--- config.mk ---
export PLATFORM = sky130hd
export DESIGN_NAME = quote_paren_aware_value_splitter_flat
export DESIGN_NICKNAME = d
export VERILOG_FILES = /design/src/rtl/core/qpvs_pkg.sv /design/src/rtl/core/qpvs_in_if.sv /design/src/rtl/core/qpvs_out_if.sv /design/src/rtl/core/quote_paren_aware_value_splitter.sv /design/src/rtl/core/qpvs_front.sv /design/src/rtl/core/qpvs_queue.sv /design/src/rtl/core/qpvs_back.sv /design/src/flat_wrapper.sv
export SDC_FILE = /design/constraint.sdc
export NUM_CORES = 1
export LEC_CHECK = 0
export BUFFER_PORTS_ARGS = -buffer_cell sky130_fd_sc_hd__buf_2
export CAP_MARGIN = 20
export CELL_PAD_IN_SITES_DETAIL_PLACEMENT = 1
export CELL_PAD_IN_SITES_GLOBAL_PLACEMENT = 1
export CORE_MARGIN = 2
export CORE_UTILIZATION = 35
export DETAILED_ROUTE_END_ITERATION = 8
export PLACE_DENSITY_LB_ADDON = 0.05
export SETUP_SLACK_MARGIN = 0.3
export SYNTH_ARGS = -nofsm -noshare
export SYNTH_HDL_FRONTEND = slang
export SYNTH_SLANG_ARGS = --single-unit
--- constraint.sdc ---
create_clock -name clk -period 3.2 [get_ports clk]
set_input_delay 0 -clock clk [delete_from_list [all_inputs] [get_ports clk]]
set_output_delay 0 -clock clk [all_outputs]
set_load 0.005 [all_outputs]
--- src/rtl/core/qpvs_pkg.sv ---
package qpvs_pkg;

    // byte codes that steer the splitter
    localparam logic [7:0] CH_DQUOTE = 8'h22;
    localparam logic [7:0] CH_SQUOTE = 8'h27;
    localparam logic [7:0] CH_LPAREN = 8'h28;
    localparam logic [7:0] CH_RPAREN = 8'h29;
    localparam logic [7:0] CH_SPACE  = 8'h20;
    localparam logic [7:0] CH_TAB    = 8'h09;
    localparam logic [7:0] CH_LF     = 8'h0A;
    localparam logic [7:0] CH_CR     = 8'h0D;
    localparam logic [7:0] CH_FF     = 8'h0C;

    // result kinds
    localparam logic KIND_BYTE   = 1'b0;
    localparam logic KIND_MARKER = 1'b1;

    localparam int DEPTH_LIMIT_DEFAULT = 127;
    localparam int QUEUE_DEPTH_DEFAULT = 4;

    // up to two results caused by one item
    typedef struct packed {
        logic       first_valid;
        logic       first_kind;
        logic [7:0] first_byte;
        logic       end_marker;
    } bundle_t;

    typedef struct packed {
        logic empty;
        logic full;
    } q_status_t;

    function automatic logic is_space(input logic [7:0] c);
        return (c == CH_SPACE) || (c == CH_TAB) || (c == CH_LF) ||
               (c == CH_CR) || (c == CH_FF);
    endfunction

endpackage

--- src/rtl/core/qpvs_in_if.sv ---
interface qpvs_in_if;
    logic       valid;
    logic       ready;
    logic [7:0] char_byte;
    logic       byte_present;
    logic       end_of_value;

    modport source (output valid, output char_byte, output byte_present,
                    output end_of_value, input ready);
    modport sink (input valid, input char_byte, input byte_present,
                  input end_of_value, output ready);
endinterface

--- src/rtl/core/qpvs_out_if.sv ---
interface qpvs_out_if;
    logic       valid;
    logic       ready;
    logic       kind;
    logic [7:0] token_byte;
    logic       last_of_run;

    modport source (output valid, output kind, output token_byte,
                    output last_of_run, input ready);
    modport sink (input valid, input kind, input token_byte,
                  input last_of_run, output ready);
endinterface

--- src/rtl/core/quote_paren_aware_value_splitter.sv ---
// quote- and parenthesis-aware value splitter
//
// value channel: one byte of the value text per item (char_byte), with
// byte_present low for an item that only flushes and end_of_value high on
// the last item of a value. tokens channel: token bytes (kind 0) and
// end-of-token markers (kind 1, token_byte 0); last_of_run flags the final
// result that an input item produced. whitespace outside quotes and parens
// splits tokens; quotes and parens stay in the token, but a ')' with no token open is dropped.
//
// the first result of an item is written into the queue and then loaded into
// the output register. throughput: one item per cycle while the queue is not
// full and each item gives at most one result; the output register sends one
// result per cycle while the receiver is ready, so an item with a byte and an
// end marker holds the back end for both. the QUEUE_DEPTH-entry queue absorbs that.
//
// reset clears depth, quote and token state, the queue and the output
// register. when the receiver stalls, the output holds, the queue fills and
// value.ready drops only once the queue is full.
module quote_paren_aware_value_splitter #(
    parameter int DEPTH_LIMIT = qpvs_pkg::DEPTH_LIMIT_DEFAULT,
    parameter int QUEUE_DEPTH = qpvs_pkg::QUEUE_DEPTH_DEFAULT
) (
    input  logic        clk,
    input  logic        rst_n,
    qpvs_in_if.sink     value,
    qpvs_out_if.source  tokens
);

    // front to queue
    logic                push;
    qpvs_pkg::bundle_t   push_data;
    // queue to back
    logic                pop;
    qpvs_pkg::bundle_t   head_data;
    qpvs_pkg::q_status_t q_status;

    // front: classifies each byte and tracks depth, quote and token state
    qpvs_front #(
        .DEPTH_LIMIT (DEPTH_LIMIT)
    ) u_front (
        .clk       (clk),
        .rst_n     (rst_n),
        .value     (value),
        .q_status  (q_status),
        .push      (push),
        .push_data (push_data)
    );

    // short queue of result bundles, one bundle per item that gives results
    qpvs_queue #(
        .DEPTH (QUEUE_DEPTH)
    ) u_queue (
        .clk       (clk),
        .rst_n     (rst_n),
        .push      (push),
        .push_data (push_data),
        .pop       (pop),
        .head_data (head_data),
        .q_status  (q_status)
    );

    // back: unpacks each bundle into one or two results
    qpvs_back u_back (
        .clk       (clk),
        .rst_n     (rst_n),
        .head_data (head_data),
        .q_status  (q_status),
        .pop       (pop),
        .tokens    (tokens)
    );

    // front never pushes into a full queue
    a_no_overflow: assert property (@(posedge clk) disable iff (!rst_n)
        !(push && q_status.full))
        else $error("push into full queue");

    // back never pops an empty queue
    a_no_underflow: assert property (@(posedge clk) disable iff (!rst_n)
        !(pop && q_status.empty))
        else $error("pop from empty queue");

    // every bundle in the queue carries at least one result
    a_bundle_nonempty: assert property (@(posedge clk) disable iff (!rst_n)
        push |-> (push_data.first_valid || push_data.end_marker))
        else $error("empty bundle pushed");

    // an end marker carries a zero byte
    a_marker_zero: assert property (@(posedge clk) disable iff (!rst_n)
        (tokens.valid && tokens.kind == qpvs_pkg::KIND_MARKER) |-> tokens.token_byte == 8'h00)
        else $error("end marker with nonzero byte");

endmodule

--- src/rtl/core/qpvs_front.sv ---
module qpvs_front #(
    parameter int DEPTH_LIMIT = qpvs_pkg::DEPTH_LIMIT_DEFAULT
) (
    input  logic                 clk,
    input  logic                 rst_n,
    qpvs_in_if.sink              value,
    input  qpvs_pkg::q_status_t  q_status,
    output logic                 push,
    output qpvs_pkg::bundle_t    push_data
);

    localparam int DW = $clog2(DEPTH_LIMIT + 1) + 1;
    localparam logic signed [DW-1:0] LIM_POS = DW'(DEPTH_LIMIT);
    localparam logic signed [DW-1:0] LIM_NEG = -DW'(DEPTH_LIMIT);

    logic signed [DW-1:0] depth_reg, depth_next;
    logic quote_active_reg, quote_active_next;
    logic quote_single_reg, quote_single_next;
    logic token_open_reg, token_open_next;

    logic       accept;
    logic       emit;
    logic       closes;
    logic [7:0] c;

    assign value.ready = !q_status.full;
    assign accept      = value.valid && value.ready;
    assign c           = value.char_byte;

    always_comb
    begin
        depth_next        = depth_reg;
        quote_active_next = quote_active_reg;
        quote_single_next = quote_single_reg;
        token_open_next   = token_open_reg;
        emit              = 1'b0;
        closes            = 1'b0;

        if (value.byte_present)
        begin
            priority if (!quote_active_reg &&
                         (c == qpvs_pkg::CH_DQUOTE || c == qpvs_pkg::CH_SQUOTE))
            begin
                quote_active_next = 1'b1;
                quote_single_next = (c == qpvs_pkg::CH_SQUOTE);
                emit              = 1'b1;
            end
            else if (quote_active_reg &&
                     c == (quote_single_reg ? qpvs_pkg::CH_SQUOTE : qpvs_pkg::CH_DQUOTE))
            begin
                quote_active_next = 1'b0;
                emit              = 1'b1;
            end
            else if (!quote_active_reg && c == qpvs_pkg::CH_LPAREN)
            begin
                if (depth_reg < LIM_POS)
                    depth_next = depth_reg + DW'(1);
                emit = 1'b1;
            end
            else if (!quote_active_reg && c == qpvs_pkg::CH_RPAREN)
            begin
                if (depth_reg > LIM_NEG)
                    depth_next = depth_reg - DW'(1);
                emit = token_open_reg;
            end
            else if (!quote_active_reg && qpvs_pkg::is_space(c) && depth_reg == '0)
            begin
                closes = token_open_reg;
            end
            else
            begin
                emit = 1'b1;
            end

            if (emit)
                token_open_next = 1'b1;
            else if (closes)
                token_open_next = 1'b0;
        end

        push_data.first_valid = emit || closes;
        push_data.first_kind  = emit ? qpvs_pkg::KIND_BYTE : qpvs_pkg::KIND_MARKER;
        push_data.first_byte  = emit ? c : 8'h00;
        push_data.end_marker  = value.end_of_value && token_open_next;

        // end of value wipes all state
        if (value.end_of_value)
        begin
            depth_next        = '0;
            quote_active_next = 1'b0;
            quote_single_next = 1'b0;
            token_open_next   = 1'b0;
        end

        push = accept && (push_data.first_valid || push_data.end_marker);
    end

    always_ff @(posedge clk or negedge rst_n)
    begin
        if (!rst_n)
        begin
            depth_reg        <= '0;
            quote_active_reg <= 1'b0;
            quote_single_reg <= 1'b0;
            token_open_reg   <= 1'b0;
        end
        else if (accept)
        begin
            depth_reg        <= depth_next;
            quote_active_reg <= quote_active_next;
            quote_single_reg <= quote_single_next;
            token_open_reg   <= token_open_next;
        end
    end

endmodule

--- src/rtl/core/qpvs_queue.sv ---
module qpvs_queue #(
    parameter int DEPTH = qpvs_pkg::QUEUE_DEPTH_DEFAULT
) (
    input  logic                clk,
    input  logic                rst_n,
    input  logic                push,
    input  qpvs_pkg::bundle_t   push_data,
    input  logic                pop,
    output qpvs_pkg::bundle_t   head_data,
    output qpvs_pkg::q_status_t q_status
);

    localparam int PW = (DEPTH > 1) ? $clog2(DEPTH) : 1;
    localparam int CW = $clog2(DEPTH + 1);
    localparam logic [PW-1:0] LAST_PTR = PW'(DEPTH - 1);

    qpvs_pkg::bundle_t mem [DEPTH];

    logic [PW-1:0] wr_ptr_reg, wr_ptr_next;
    logic [PW-1:0] rd_ptr_reg, rd_ptr_next;
    logic [CW-1:0] count_reg, count_next;

    assign q_status.empty = (count_reg == '0);
    assign q_status.full  = (count_reg == CW'(DEPTH));
    assign head_data      = mem[rd_ptr_reg];

    always_comb
    begin
        wr_ptr_next = wr_ptr_reg;
        rd_ptr_next = rd_ptr_reg;
        count_next  = count_reg;
        if (push)
            wr_ptr_next = (wr_ptr_reg == LAST_PTR) ? '0 : wr_ptr_reg + PW'(1);
        if (pop)
            rd_ptr_next = (rd_ptr_reg == LAST_PTR) ? '0 : rd_ptr_reg + PW'(1);
        if (push && !pop)
            count_next = count_reg + CW'(1);
        else if (pop && !push)
            count_next = count_reg - CW'(1);
    end

    always_ff @(posedge clk or negedge rst_n)
    begin
        if (!rst_n)
        begin
            wr_ptr_reg <= '0;
            rd_ptr_reg <= '0;
            count_reg  <= '0;
        end
        else
        begin
            wr_ptr_reg <= wr_ptr_next;
            rd_ptr_reg <= rd_ptr_next;
            count_reg  <= count_next;
        end
    end

    always_ff @(posedge clk)
    begin
        if (push)
            mem[wr_ptr_reg] <= push_data;
    end

endmodule

--- src/rtl/core/qpvs_back.sv ---
module qpvs_back (
    input  logic                clk,
    input  logic                rst_n,
    input  qpvs_pkg::bundle_t   head_data,
    input  qpvs_pkg::q_status_t q_status,
    output logic                pop,
    qpvs_out_if.source          tokens
);

    logic       valid_reg, valid_next;
    logic       kind_reg, kind_next;
    logic [7:0] byte_reg, byte_next;
    logic       last_reg, last_next;
    // set once the first result of the head bundle is loaded while its end marker remains
    logic       phase_reg, phase_next;
    logic       load;

    assign tokens.valid       = valid_reg;
    assign tokens.kind        = kind_reg;
    assign tokens.token_byte  = byte_reg;
    assign tokens.last_of_run = last_reg;

    always_comb
    begin
        load       = (!valid_reg || tokens.ready) && !q_status.empty;
        valid_next = valid_reg;
        kind_next  = kind_reg;
        byte_next  = byte_reg;
        last_next  = last_reg;
        phase_next = phase_reg;
        pop        = 1'b0;

        if (!valid_reg || tokens.ready)
            valid_next = 1'b0;

        if (load)
        begin
            valid_next = 1'b1;
            if (!phase_reg && head_data.first_valid)
            begin
                kind_next = head_data.first_kind;
                byte_next = head_data.first_byte;
                last_next = !head_data.end_marker;
                if (head_data.end_marker)
                    phase_next = 1'b1;
                else
                    pop = 1'b1;
            end
            else
            begin
                kind_next  = qpvs_pkg::KIND_MARKER;
                byte_next  = 8'h00;
                last_next  = 1'b1;
                phase_next = 1'b0;
                pop        = 1'b1;
            end
        end
    end

    always_ff @(posedge clk or negedge rst_n)
    begin
        if (!rst_n)
        begin
            valid_reg <= 1'b0;
            phase_reg <= 1'b0;
        end
        else
        begin
            valid_reg <= valid_next;
            phase_reg <= phase_next;
        end
    end

    always_ff @(posedge clk)
    begin
        kind_reg <= kind_next;
        byte_reg <= byte_next;
        last_reg <= last_next;
    end

endmodule
--- src/flat_wrapper.sv ---
// flat-port wrapper written by rule: the top's interface ports become plain ports
module quote_paren_aware_value_splitter_flat 
#(
    parameter int DEPTH_LIMIT = qpvs_pkg::DEPTH_LIMIT_DEFAULT,
    parameter int QUEUE_DEPTH = qpvs_pkg::QUEUE_DEPTH_DEFAULT
)
  (clk, rst_n, value_valid, value_char_byte, value_byte_present, value_end_of_value, value_ready, tokens_valid, tokens_kind, tokens_token_byte, tokens_last_of_run, tokens_ready);
  qpvs_in_if value_i ();
  qpvs_out_if tokens_i ();
  input  logic clk;
  input  logic rst_n;
  input wire logic [$bits(value_i.valid)-1:0] value_valid;
  input wire logic [$bits(value_i.char_byte)-1:0] value_char_byte;
  input wire logic [$bits(value_i.byte_present)-1:0] value_byte_present;
  input wire logic [$bits(value_i.end_of_value)-1:0] value_end_of_value;
  output wire logic [$bits(value_i.ready)-1:0] value_ready;
  output wire logic [$bits(tokens_i.valid)-1:0] tokens_valid;
  output wire logic [$bits(tokens_i.kind)-1:0] tokens_kind;
  output wire logic [$bits(tokens_i.token_byte)-1:0] tokens_token_byte;
  output wire logic [$bits(tokens_i.last_of_run)-1:0] tokens_last_of_run;
  input wire logic [$bits(tokens_i.ready)-1:0] tokens_ready;
  assign value_i.valid = value_valid;
  assign value_i.char_byte = value_char_byte;
  assign value_i.byte_present = value_byte_present;
  assign value_i.end_of_value = value_end_of_value;
  assign value_ready = value_i.ready;
  assign tokens_valid = tokens_i.valid;
  assign tokens_kind = tokens_i.kind;
  assign tokens_token_byte = tokens_i.token_byte;
  assign tokens_last_of_run = tokens_i.last_of_run;
  assign tokens_i.ready = tokens_ready;
  quote_paren_aware_value_splitter #(.DEPTH_LIMIT(DEPTH_LIMIT), .QUEUE_DEPTH(QUEUE_DEPTH)) u_core (.clk(clk), .rst_n(rst_n), .value(value_i), .tokens(tokens_i));
endmodule
* After elaboration in Yosys (flattened, before gate mapping)
Memories as Yosys holds them, arrays and structs flattened.
Index checks and enable logic that the tools add are counted.
** Storage, ports and cells
- Flip-flop bits (word level) :: 30
- RAM bits :: 44
- Bits of input ports :: 14
- Memories :: 1
** Cells by class
- $add $sub $neg :: 6
- Magnitude comparators :: 2
- Equal/unequal tests :: 17
- Mux-type cells :: 49
- Reduce and logical (&&, ||, !) cells :: 42
** Memories
- u_core.u_queue.mem :: words 4, bits a word 11, rd ports 1, clocked after memory_dff 0, wr ports 1, RTL line qpvs_queue.sv:17 : qpvs_pkg::bundle_t mem [DEPTH];
** Operators with widths (count)
- two-way mux 8 bit :: 9
- equality test 8 x 6 -> 1 bit, second input constant :: 5
- two-way mux 1 bit :: 35
- equality test 8 x 4 -> 1 bit, second input constant :: 4
- logical AND 1 bit :: 13
- two-way mux 3 bit :: 3
- nonzero test 3 bit :: 3
- adder 8 x 2 -> 8 bit, second input constant :: 1
- equality test 8 x 6 -> 1 bit :: 1
- > comparator 8 bit, second input constant :: 1
- logical NOT 1 bit :: 8
- logical NOT 8 bit :: 1
- logical OR 1 bit :: 8
- < comparator 8 bit, second input constant :: 1
- nonzero test 2 bit :: 4
- subtractor 8 x 2 -> 8 bit, second input constant :: 1
- AND reduction 7 bit :: 1
- != test 2 bit, second input constant :: 3
- AND reduction 3 bit :: 2
- adder 2 x 1 -> 2 bit, second input constant :: 2
- equality test 2 bit, second input constant :: 2
- two-way mux 2 bit :: 2
- adder 3 x 1 -> 3 bit, second input constant :: 1
- equality test 3 bit, second input constant :: 1
- other kinds (4) :: 4

* Longest topological paths before layout
Gate-level depths: netlist of run 1.
- Word-level depth :: 23
- Mapped depth :: 11
- Gate-level depth less buffers :: 11

* Cells and area by module
From an unflattened synthesis of run 1, not the netlist that was laid out.
** Second synthesis, totals
- Cells, all modules :: 259
- Area total of the unflattened synthesis :: 3651.0 um2
** By module, submodules not included
- qpvs_queue :: instances 1, cells each 94, area each 2008.2 um2
- qpvs_front :: instances 1, cells each 135, area each 1159.9 um2
- qpvs_back :: instances 1, cells each 30, area each 483.0 um2

* Worst setup path before layout of run 1
No wires, ideal clock.
- Path type :: reg2reg
- Start point :: register u_core.u_front.depth_reg[3]
- End point :: register u_core.u_queue.count_reg[1]
- Arrival time :: 2.404 ns
- Required time :: 3.075 ns
- Path slack :: 0.671 ns
- Cell stages (with the launch flop) :: 10
- Cell sequence :: dfrtp_1 > or4_4 > nor3_2 > o2111a_2 > nand3b_4 > a21oi_4 > ha_1 > inv_1 > fa_1 > mux2_2
** On the way
- Elaborated cells on any way between the ends :: 28
- Those cells by class :: mux: 18; reduce/logical: 10
** RTL lines
- start, declared :: RTL line qpvs_front.sv:16 : logic signed [DW-1:0] depth_reg, depth_next;
- start signal, assigned :: RTL line qpvs_front.sv:109 : depth_reg <= depth_next;
- logical NOT 8 bit * :: RTL line qpvs_front.sv:66 : else if (!quote_active_reg && qpvs_pkg::is_space(c) && depth_reg == '0)
- logical AND 1 bit * :: RTL line qpvs_front.sv:66
- two-way mux 1 bit :: RTL line qpvs_front.sv:66
- two-way mux 1 bit :: RTL line qpvs_front.sv:60 : else if (!quote_active_reg && c == qpvs_pkg::CH_RPAREN)
- two-way mux 1 bit :: RTL line qpvs_front.sv:54 : else if (!quote_active_reg && c == qpvs_pkg::CH_LPAREN)
- two-way mux 1 bit :: RTL line qpvs_front.sv:48 : else if (quote_active_reg &&
- two-way mux 1 bit :: RTL line qpvs_front.sv:41 : priority if (!quote_active_reg &&
- two-way mux 1 bit :: RTL line qpvs_front.sv:39 : if (value.byte_present)
- [... 2 more ...]
- two-way mux 1 bit :: RTL line qpvs_front.sv:39
- logical AND 1 bit :: RTL line qpvs_front.sv:84 : push_data.end_marker = value.end_of_value && token_open_next;
- logical OR 1 bit * :: RTL line qpvs_front.sv:95 : push = accept && (push_data.first_valid || push_data.end_marker);
- logical AND 1 bit * :: RTL line qpvs_front.sv:95
- net u_core.push :: RTL line quote_paren_aware_value_splitter.sv:30 : logic push;
- logical AND 1 bit * :: RTL line qpvs_queue.sv:36 : if (push && !pop)
- two-way mux 3 bit * :: RTL line qpvs_queue.sv:36
- net u_core.u_queue.count_next[1] :: RTL line qpvs_queue.sv:21 : logic [CW-1:0] count_reg, count_next;
- end signal, assigned :: RTL line qpvs_queue.sv:54 : count_reg <= count_next;
- end, declared :: RTL line qpvs_queue.sv:21
Mark *: on every way through the listed nets, which the timed path passes. The rest lies on a longest branch. The select of a mux whose other input is x is not followed.
A chain may end at the register's enable or synchronous reset.

* Worst setup path after layout of run 1
Ends and elaborated chain as after synthesis.

==> results.md, run 1 <==
Run status:
- The flow ran to the end, and the final reports show no timing, DRC or antenna violations.

Yosys:
- The share of the Yosys chip area taken by registers is 0.601.
- The share of the synthesized area in the top cell type is 0.459.
- The count of flip-flops with a built-in enable after synthesis is 54.
- In the post-synthesis netlist, the cell with the most instances is sky130_fd_sc_hd__edfxtp_1.
- The cell taking the most area after synthesis is sky130_fd_sc_hd__edfxtp_1.
- In the synthesized netlist the dominant register cell turns out to be sky130_fd_sc_hd__edfxtp_1.
- The average footprint of a synthesized cell is 14.0 sq um.
- Ranked by instance count, the synthesized netlist is headed by 54 x sky130_fd_sc_hd__edfxtp_1, 20 x sky130_fd_sc_hd__dfrtp_1, 20 x sky130_fd_sc_hd__nand2_1.
- After synthesis the cells add up to 0.00353 sq mm.
- The Yosys warning count is 0.
- By area the synthesized netlist is led by sky130_fd_sc_hd__edfxtp_1 46%, sky130_fd_sc_hd__dfrtp_1 14%, sky130_fd_sc_hd__mux4_2 7.0%.
- Counting flops and latches in the post-synthesis netlist gives 74.
- The post-synthesis instance total is 253.
- Counting flops with an async set or reset pin after synthesis yields a share of 0.270.
- The number of nets produced by synthesis is 281.
- The synthesized netlist contains 51 unique library cells.

Setup path:
- The depth of the worst register-to-register path is 9.
- The startpoint class of the critical path is a register.
- The data arrival time of the worst path is 2930 ps.
- At the worst endpoint, the required time is 3430 ps.
- The flop-to-flop setup slack is 500 ps.
- The worst register-to-register path begins at u_core.u_front.depth_reg[3]$_DFFE_PN0P_.
- The critical path in this run is classified as reg2reg.
- The maximum fanout along the worst path is 7.
- The endpoint identified for the worst register-to-register timing path is u_core.u_queue.count_reg[1]$_DFFE_PN0P_.
- The worst setup path is captured at a register.

Floorplanning:
- The starting density of the core is 0.361.
- The die outline area is 0.0109 sq mm.
- The number of top-level pins is 26.
- The die outline width is 104 um.
- The die boundary height is 104 um.
- The floorplan has 36 rows.
- The core region area is 0.00977 sq mm.

Cells and area:
- Across the whole layout, storage elements account for 0.00212 sq mm.
- The final cell count without fillers is 430.
- 0 antenna diodes ended up in the layout.
- The fraction of the core area covered by cells at the end of the flow is 0.417.
- The number of inserted filler cells in the final layout is 1051.
- In the final layout, the multi-input gates occupy 0.00134 sq mm.
- The layout cell share with drive strength beyond 1 is 0.259.
- The flip-flop count of the largest register, all copies and words added is 44.
- In the final design database the tool counted 320 nets.
- The growth of design area from synthesis to finish is 15.3%.

Timing:
- The number of slew-limit violations in the final report is 0.
- Based on the critical path, the design can be clocked at up to 0.370 GHz.
- For the pin with the worst max-slew slack, the measured transition is 620 ps.
- The final hold violation count is 0.
- In the finished design, the share of the clock period the worst path needs comes to 0.845.
- Summed over all failing endpoints, the final setup total negative slack is 0 ps.
- The setup skew after layout is 15.4 ps.
- Setup violations remaining at the end of the flow were counted as 0.
- In this run the tightest slew margin relative to its limit is 0.586.
- Setup repair after global routing left no endpoint under its margin.
- Counting I/O delays and the setup requirement, the final critical path takes 2700 ps.

Global routing:
- The number of antenna violations at the first check in global routing is 0.
- Summed over all layers, the global routing overflow is 0.
- The first global-routing pass estimated 11.7 mm of wire.
- For this run, the total global-route usage over all layers was measured as 0.139.
- The pin count of the biggest net entering global routing is 21.
- The via count of the first global-routing pass is 2215.

Hold path:
- The hold path depth is 3.
- The worst hold path terminates at u_core.u_front.quote_single_reg$_DFFE_PN0P_.
- The launch point of the worst hold path is value_char_byte[0].
- The class of the worst hold path is in2reg.

Place:
- Counting tap cells, the placed design contains a total of 408 instances.
- The total of buffers placed on input and output ports is 25.
- The detailed placement HPWL is 5.12 mm.
- The congestion estimate from routability-driven global placement came to 0.781.

Routing:
- The detailed router's first-iteration violation count is 61.
- The average wire per standard cell is 16.4 um.
- The number of iterations in the first detailed-routing pass is 4.
- In the routed layout, each cell is associated on average with a via count of 4.90.
- For this run, design rule violations remaining after detail routing come to 0.
- The total number of vias is 2108.
- The final layout contains routed wiring with a total length of 7.03 mm.
- The detail route stage leaves a number of antenna-violating nets equal to 0.

Clock network:
- The cell chosen for the clock root is sky130_fd_sc_hd__clkbuf_8.
- The clock buffer count from CTS is 9.
- TritonCTS built the clock tree.
- The deepest clock path buffer count is 2.
- The later pin in the worst-skew pair is clocked with a latency of 350 ps.
- The H-tree depth is 3.
- The post-CTS clock slew at the launch and capture registers of the worst setup and hold paths is 90 ps.
- The total clock sinks is 74.

Power and ir drop:
- Dividing total power by cell area gives a power density of 847 mW/mm^2.
- Across the VDD grid, the largest voltage drop is 267 uV.
- The leakage component of the power is 0.00156 uW.

Job:
- Across the run, the number of max-cap violations was 0.
## cells by family after synthesis
logic type,count (synthesis),share of synthesized area
fa+ha+maj,14,0.0539
flops,74,0.601
mux,16,0.0879
buf+inv,16,0.0195
compound gates,40,0.0773
simple gates,86,0.143
xor+xnor,7,0.0174
## layout by cell type (no fill, tap or decap), types with 2 or more instances in the layout
master	instances
sky130_fd_sc_hd__nor3_1	4
sky130_fd_sc_hd__mux2_2	2
sky130_fd_sc_hd__and2_1	8
sky130_fd_sc_hd__xnor2_1	2
sky130_fd_sc_hd__nand4_1	2
sky130_fd_sc_hd__o41ai_1	2
sky130_fd_sc_hd__nand3b_1	2
sky130_fd_sc_hd__buf_4	5
sky130_fd_sc_hd__mux4_2	11
sky130_fd_sc_hd__o31ai_1	5
sky130_fd_sc_hd__a21oi_1	10
sky130_fd_sc_hd__inv_1	11
sky130_fd_sc_hd__mux2_4	2
sky130_fd_sc_hd__or2_2	2
sky130_fd_sc_hd__nand2_1	20
sky130_fd_sc_hd__dfrtp_1	20
sky130_fd_sc_hd__nand3_1	5
sky130_fd_sc_hd__clkinvlp_4	2
sky130_fd_sc_hd__edfxtp_1	54
sky130_fd_sc_hd__nor2b_1	4
sky130_fd_sc_hd__buf_2	25
sky130_fd_sc_hd__and3_1	8
sky130_fd_sc_hd__xor2_1	5
sky130_fd_sc_hd__and2_2	4
sky130_fd_sc_hd__ha_1	12
sky130_fd_sc_hd__fa_1	2
sky130_fd_sc_hd__o21ai_0	13
sky130_fd_sc_hd__nand2b_1	3
sky130_fd_sc_hd__clkbuf_8	9
sky130_fd_sc_hd__dlygate4sd3_1	3
sky130_fd_sc_hd__nor2_1	13
sky130_fd_sc_hd__inv_6	3
## where the power goes
group          internal, uW  switching, uW
combinational           575            616
sequential             1320            170
clock                   374            391
total                  2270           1180
## worst max-delay path by stage
stage	start	end	slack, ps
after CTS	u_core.u_queue.count_reg[0]$_DFFE_PN0P_	u_core.u_queue.count_reg[1]$_DFFE_PN0P_	360
after detailed placement	u_core.u_queue.count_reg[0]$_DFFE_PN0P_	u_core.u_queue.count_reg[1]$_DFFE_PN0P_	370
final	u_core.u_front.depth_reg[3]$_DFFE_PN0P_	u_core.u_queue.count_reg[1]$_DFFE_PN0P_	500
after global routing	u_core.u_front.quote_active_reg$_DFFE_PN0P_	u_core.u_front.depth_reg[7]$_DFFE_PN0P_	340
after global placement	u_core.u_queue.count_reg[0]$_DFFE_PN0P_	u_core.u_queue.count_reg[1]$_DFFE_PN0P_	450
after floorplan	u_core.u_front.depth_reg[3]$_DFFE_PN0P_	u_core.u_queue.count_reg[1]$_DFFE_PN0P_	670
## worst max-delay path: stages, from the launching register on
cell	delay, ps
sky130_fd_sc_hd__dfrtp_1	430
sky130_fd_sc_hd__or4_4	540
sky130_fd_sc_hd__nor3_2	160
sky130_fd_sc_hd__o2111a_2	260
sky130_fd_sc_hd__nand3b_4	150
sky130_fd_sc_hd__a21oi_4	90
sky130_fd_sc_hd__ha_1	220
sky130_fd_sc_hd__inv_1	70
sky130_fd_sc_hd__fa_1	400
sky130_fd_sc_hd__mux2_2	260
## final cells by class
class | instances | area share
sequential | 74 | 0.521
inverter | 11 | 0.0101
tap | 133 | 0.0409
multi-input combinational | 163 | 0.330
timing repair buffer | 33 | 0.0473
clock inverter | 7 | 0.0203
clock buffer | 9 | 0.0304
## stage by stage
step | setup slack (ps) | hold WS [ps] | total power [uW] | instance area (sq um)
3_5_place_dp | 371 | -2.00 | 2730 | 3810
5_1_grt | 344 | 69.0 | 3710 | 4070
3_3_place_gp | 446 | 15.8 | 2720 | 3810
6_report | 497 | 29.9 | 3450 | 4070
2_1_floorplan | 671 | -296 | 2370 | 3530
4_1_cts | 363 | 7.72 | 3510 | 4050
## timing repair
| item | 4_1_cts | 5_1_grt |
|---|---|---|
| resized for setup | 0 | 1 |
| endpoints found under the hold margin | 22 | 0 |
| hold buffers | 3 | 0 |
| setup buffers | 0 | 3 |
| setup endpoints to repair | 0 | 3 |
## routing by layer
| metal | global-route usage | vias up | routed length, um | part of all wire |
|---|---|---|---|---|
| met4 | 0.0463 | 0 | 59 | 0.0084 |
| met2 | 0.221 | 30 | 3330 | 0.47 |
| met1 | 0.187 | 1049 | 3440 | 0.49 |
| li1 | - | 1024 | - | - |
| met5 | 0 | - | 0 | 0 |
| met3 | 0.0320 | 5 | 195 | 0.028 |
Power figures use the tool's default switching activity.
==> run 2, diff against run 1 <==
==> constraint.sdc (replaced) <==
create_clock -name clk -period 2.7 [get_ports clk]
set_input_delay 0 -clock clk [delete_from_list [all_inputs] [get_ports clk]]
set_output_delay 0 -clock clk [all_outputs]
set_load 0.005 [all_outputs]
==> run 2 against run 1 <==
Net effect: sequential share of layout area fell by 2.1 points; hold slack improved by 23 ps; global-route usage rose by 0.65 points; combinational power rose by 39%; critical path depth did not move; die area did not move; highest routed layer unchanged; clock power rose by 12%; register-to-register slack got worse by 330 ps; first-iteration DRC count rose by 28%.
==> results.md, run 2 (synthesis gave the netlist of run 1 again) <==
Clock network:
- The H-tree generated during clock tree synthesis spans 3 levels.
- After clock tree synthesis, the clock-pin slew on the worst setup and hold paths is 80 ps.
- The TritonCTS clock tree is done.
- In this run the clock root is driven by a sky130_fd_sc_hd__clkbuf_8.
- The total clock sinks is 74.
- The clock buffer count from CTS is 9.
- Counting along the longest clock path gives a buffer depth of 2.
- For the worst-skew pair, the clock arrives at the later sink with an insertion delay of 350 ps.

Floorplanning:
- The core region area is 0.00977 sq mm.
- The number of top-level pins is 26.
- The die covers 0.0109 sq mm.
- The row count is 36.
- The starting density of the core is 0.361.
- The floorplan step set the die width to 104 um.
- Measured along the y axis, the die boundary spans 104 um.

Place:
- The total of buffers placed on input and output ports is 25.
- The congestion estimate from routability-driven global placement came to 0.734.
- Timing analysis after detailed placement gives a worst setup slack of 78.5 ps.
- The detailed placement HPWL is 5.35 mm.

Routing:
- The sum of routed wire length over all layers is 7.71 mm.
- In the routed layout, each cell is associated on average with a via count of 4.92.
- The average wire per standard cell is 17.2 um.
- The total number of vias is 2201.
- The count of nets left with antenna violations once routing finished came out at 0.
- The first detailed-routing pass ran for 4 iterations.
- The post-route DRC violation count is 0.
- The first routing iteration left 78 violations.

Cells and area:
- The number of inserted filler cells in the final layout is 1039.
- The commonest non-fill, non-tap cell in the layout is sky130_fd_sc_hd__edfxtp_1.
- The top cell types in the final layout, fill and taps aside, are 54 x sky130_fd_sc_hd__edfxtp_1, 25 x sky130_fd_sc_hd__buf_2, 20 x sky130_fd_sc_hd__nand2_1, 20 x sky130_fd_sc_hd__dfrtp_1, 16 x sky130_fd_sc_hd__buf_4.
- 0 antenna diodes ended up in the layout.
- The layout cell share with drive strength beyond 1 is 0.315.
- The growth of design area from synthesis to finish is 20.1%.
- In the final design database the tool counted 337 nets.
- The register with the most flip-flops in the layout has 44 of them.

Global routing:
- The number of antenna violations at the first check in global routing is 0.
- Entering global routing, the biggest net connects 21 pins.
- The first global-routing pass estimated 12.0 mm of wire.
- Summed over all layers, the global routing overflow is 0.
- The via count of the first global-routing pass came to 2330.
- For this run, the total global-route usage over all layers was measured as 0.145.

Run status:
- The run finished with clean final reports.

Timing:
- The clock arrives with 12.6 ps of skew.
- The number of slew-limit violations in the final report is 0.
- Setup repair after global routing could not meet its margin everywhere.
- The hold slack is 52.9 ps.
- The final critical-path setup slack is 168 ps.
- The worst max-slew margin expressed relative to the limit is 0.602.
- For this run, the top clock speed supported by timing is 0.395 GHz.
- Dividing the final minimum period by the clock period gives 0.938.
- The final hold violation count is 0.
- Summed over all failing endpoints, the final setup total negative slack is 0 ps.
- Subtracting the final worst setup slack from the clock period gives 2530 ps.
- The transition time at the pin with the least slew margin is 597 ps.
- Setup violations remaining at the end of the flow were counted as 0.

Setup path:
- Of all nets on the critical path, the largest fanout is 4.
- Data on the critical path arrives at its endpoint at 2770 ps.
- The startpoint class of the critical path is a register.
- The required time at the worst-slack endpoint is 2940 ps.
- By startpoint and endpoint, the worst setup path is classified as reg2reg.
- The worst setup path is captured at a register.

Job:
- The total of max-cap violations is 0.

Power and ir drop:
- Power spread over the standard cell area amounts to 1010 mW/mm^2.
- The maximum VDD drop is 333 uV.
- The leakage component of the power is 0.00165 uW.

Hold path:
- The min-delay analysis places its worst path in the category in2reg.
-- run 2: cell count changes in the layout (fill, tap and decap cells not counted), sizes merged, moves of 3 or more --
cell    previous run  this run
clkinv             0         3
buf               30        42
and2              12        16
inv               15        12
-- run 2: final cells by class --
class                      instances  area [sq um]  share of cell area
multi-input combinational        167          1420               0.335
inverter                          11          41.3             0.00974
timing repair buffer              46           297              0.0699
tap                              133           166              0.0392
sequential                        74          2120               0.500
clock buffer                      10           128              0.0301
clock inverter                     6          65.1              0.0153
-- run 2: worst max-delay path, cell delays in order (launching register included) --
cell and delay, ps:
sky130_fd_sc_hd__dfrtp_1 390, sky130_fd_sc_hd__or4_4 540, sky130_fd_sc_hd__nor3_4 140, sky130_fd_sc_hd__o2111a_2 250, sky130_fd_sc_hd__nand3b_4 150, sky130_fd_sc_hd__a21oi_4 70, sky130_fd_sc_hd__ha_4 170, sky130_fd_sc_hd__inv_2 50
sky130_fd_sc_hd__fa_2 410, sky130_fd_sc_hd__mux2_2 260
-- run 2: per-stage QoR --
| step | area [sq um] | power, uW | utilization | cells |
|---|---|---|---|---|
| 6_report | 4240 | 4280 | 0.434 | 447 |
| 2_1_floorplan | 3540 | 2830 | - | 253 |
| 3_3_place_gp | 3880 | 3300 | 0.397 | 416 |
| 3_5_place_dp | 3880 | 3320 | 0.397 | 416 |
| 5_1_grt | 4240 | 4610 | 0.434 | 447 |
| 4_1_cts | 4180 | 4270 | 0.428 | 443 |
-- run 2: layer usage --
metal  routed length (um)  vias up  global-route usage  part of all wire
li1                     -     1063                   -                 -
met1                 3250     1096               0.171              0.42
met2                 4200       33               0.260              0.55
met3                  161        9              0.0288             0.021
met4                   93        0              0.0579             0.012
met5                    0        -                   0                 0
-- run 2: power breakdown --
part	leakage (uW)	internal (uW)	switching, uW
combinational	0.000798	835	819
sequential	0.000752	1570	206
clock	0.0000966	429	426
total	0.00165	2830	1450
-- run 2: worst paths after layout --
path,startpoint,end,slack [ps],cells past startpoint
worst min-delay path,value_valid,u_core.u_front.token_open_reg$_DFFE_PN0P_,50,4
worst min register to register,u_core.u_queue.count_reg[2]$_DFFE_PN0P_,u_core.u_queue.count_reg[2]$_DFFE_PN0P_,540,1
max in group asynchronous,rst_n,u_core.u_front.depth_reg[5]$_DFFE_PN0P_,2210,2
min in group asynchronous,rst_n,u_core.u_front.quote_single_reg$_DFFE_PN0P_,140,2
worst max-delay path,u_core.u_front.depth_reg[3]$_DFFE_PN0P_,u_core.u_queue.count_reg[1]$_DFFE_PN0P_,170,9
worst max register to register,u_core.u_front.depth_reg[3]$_DFFE_PN0P_,u_core.u_queue.count_reg[1]$_DFFE_PN0P_,170,9
-- run 2: repair_timing --
item,4_1_cts,5_1_grt
pin swaps,6,12
hold endpoints to repair,22,0
gates resized for setup,4,13
gates cloned,0,4
setup endpoints to repair,4,48
setup buffers,7,0
hold buffers,4,0
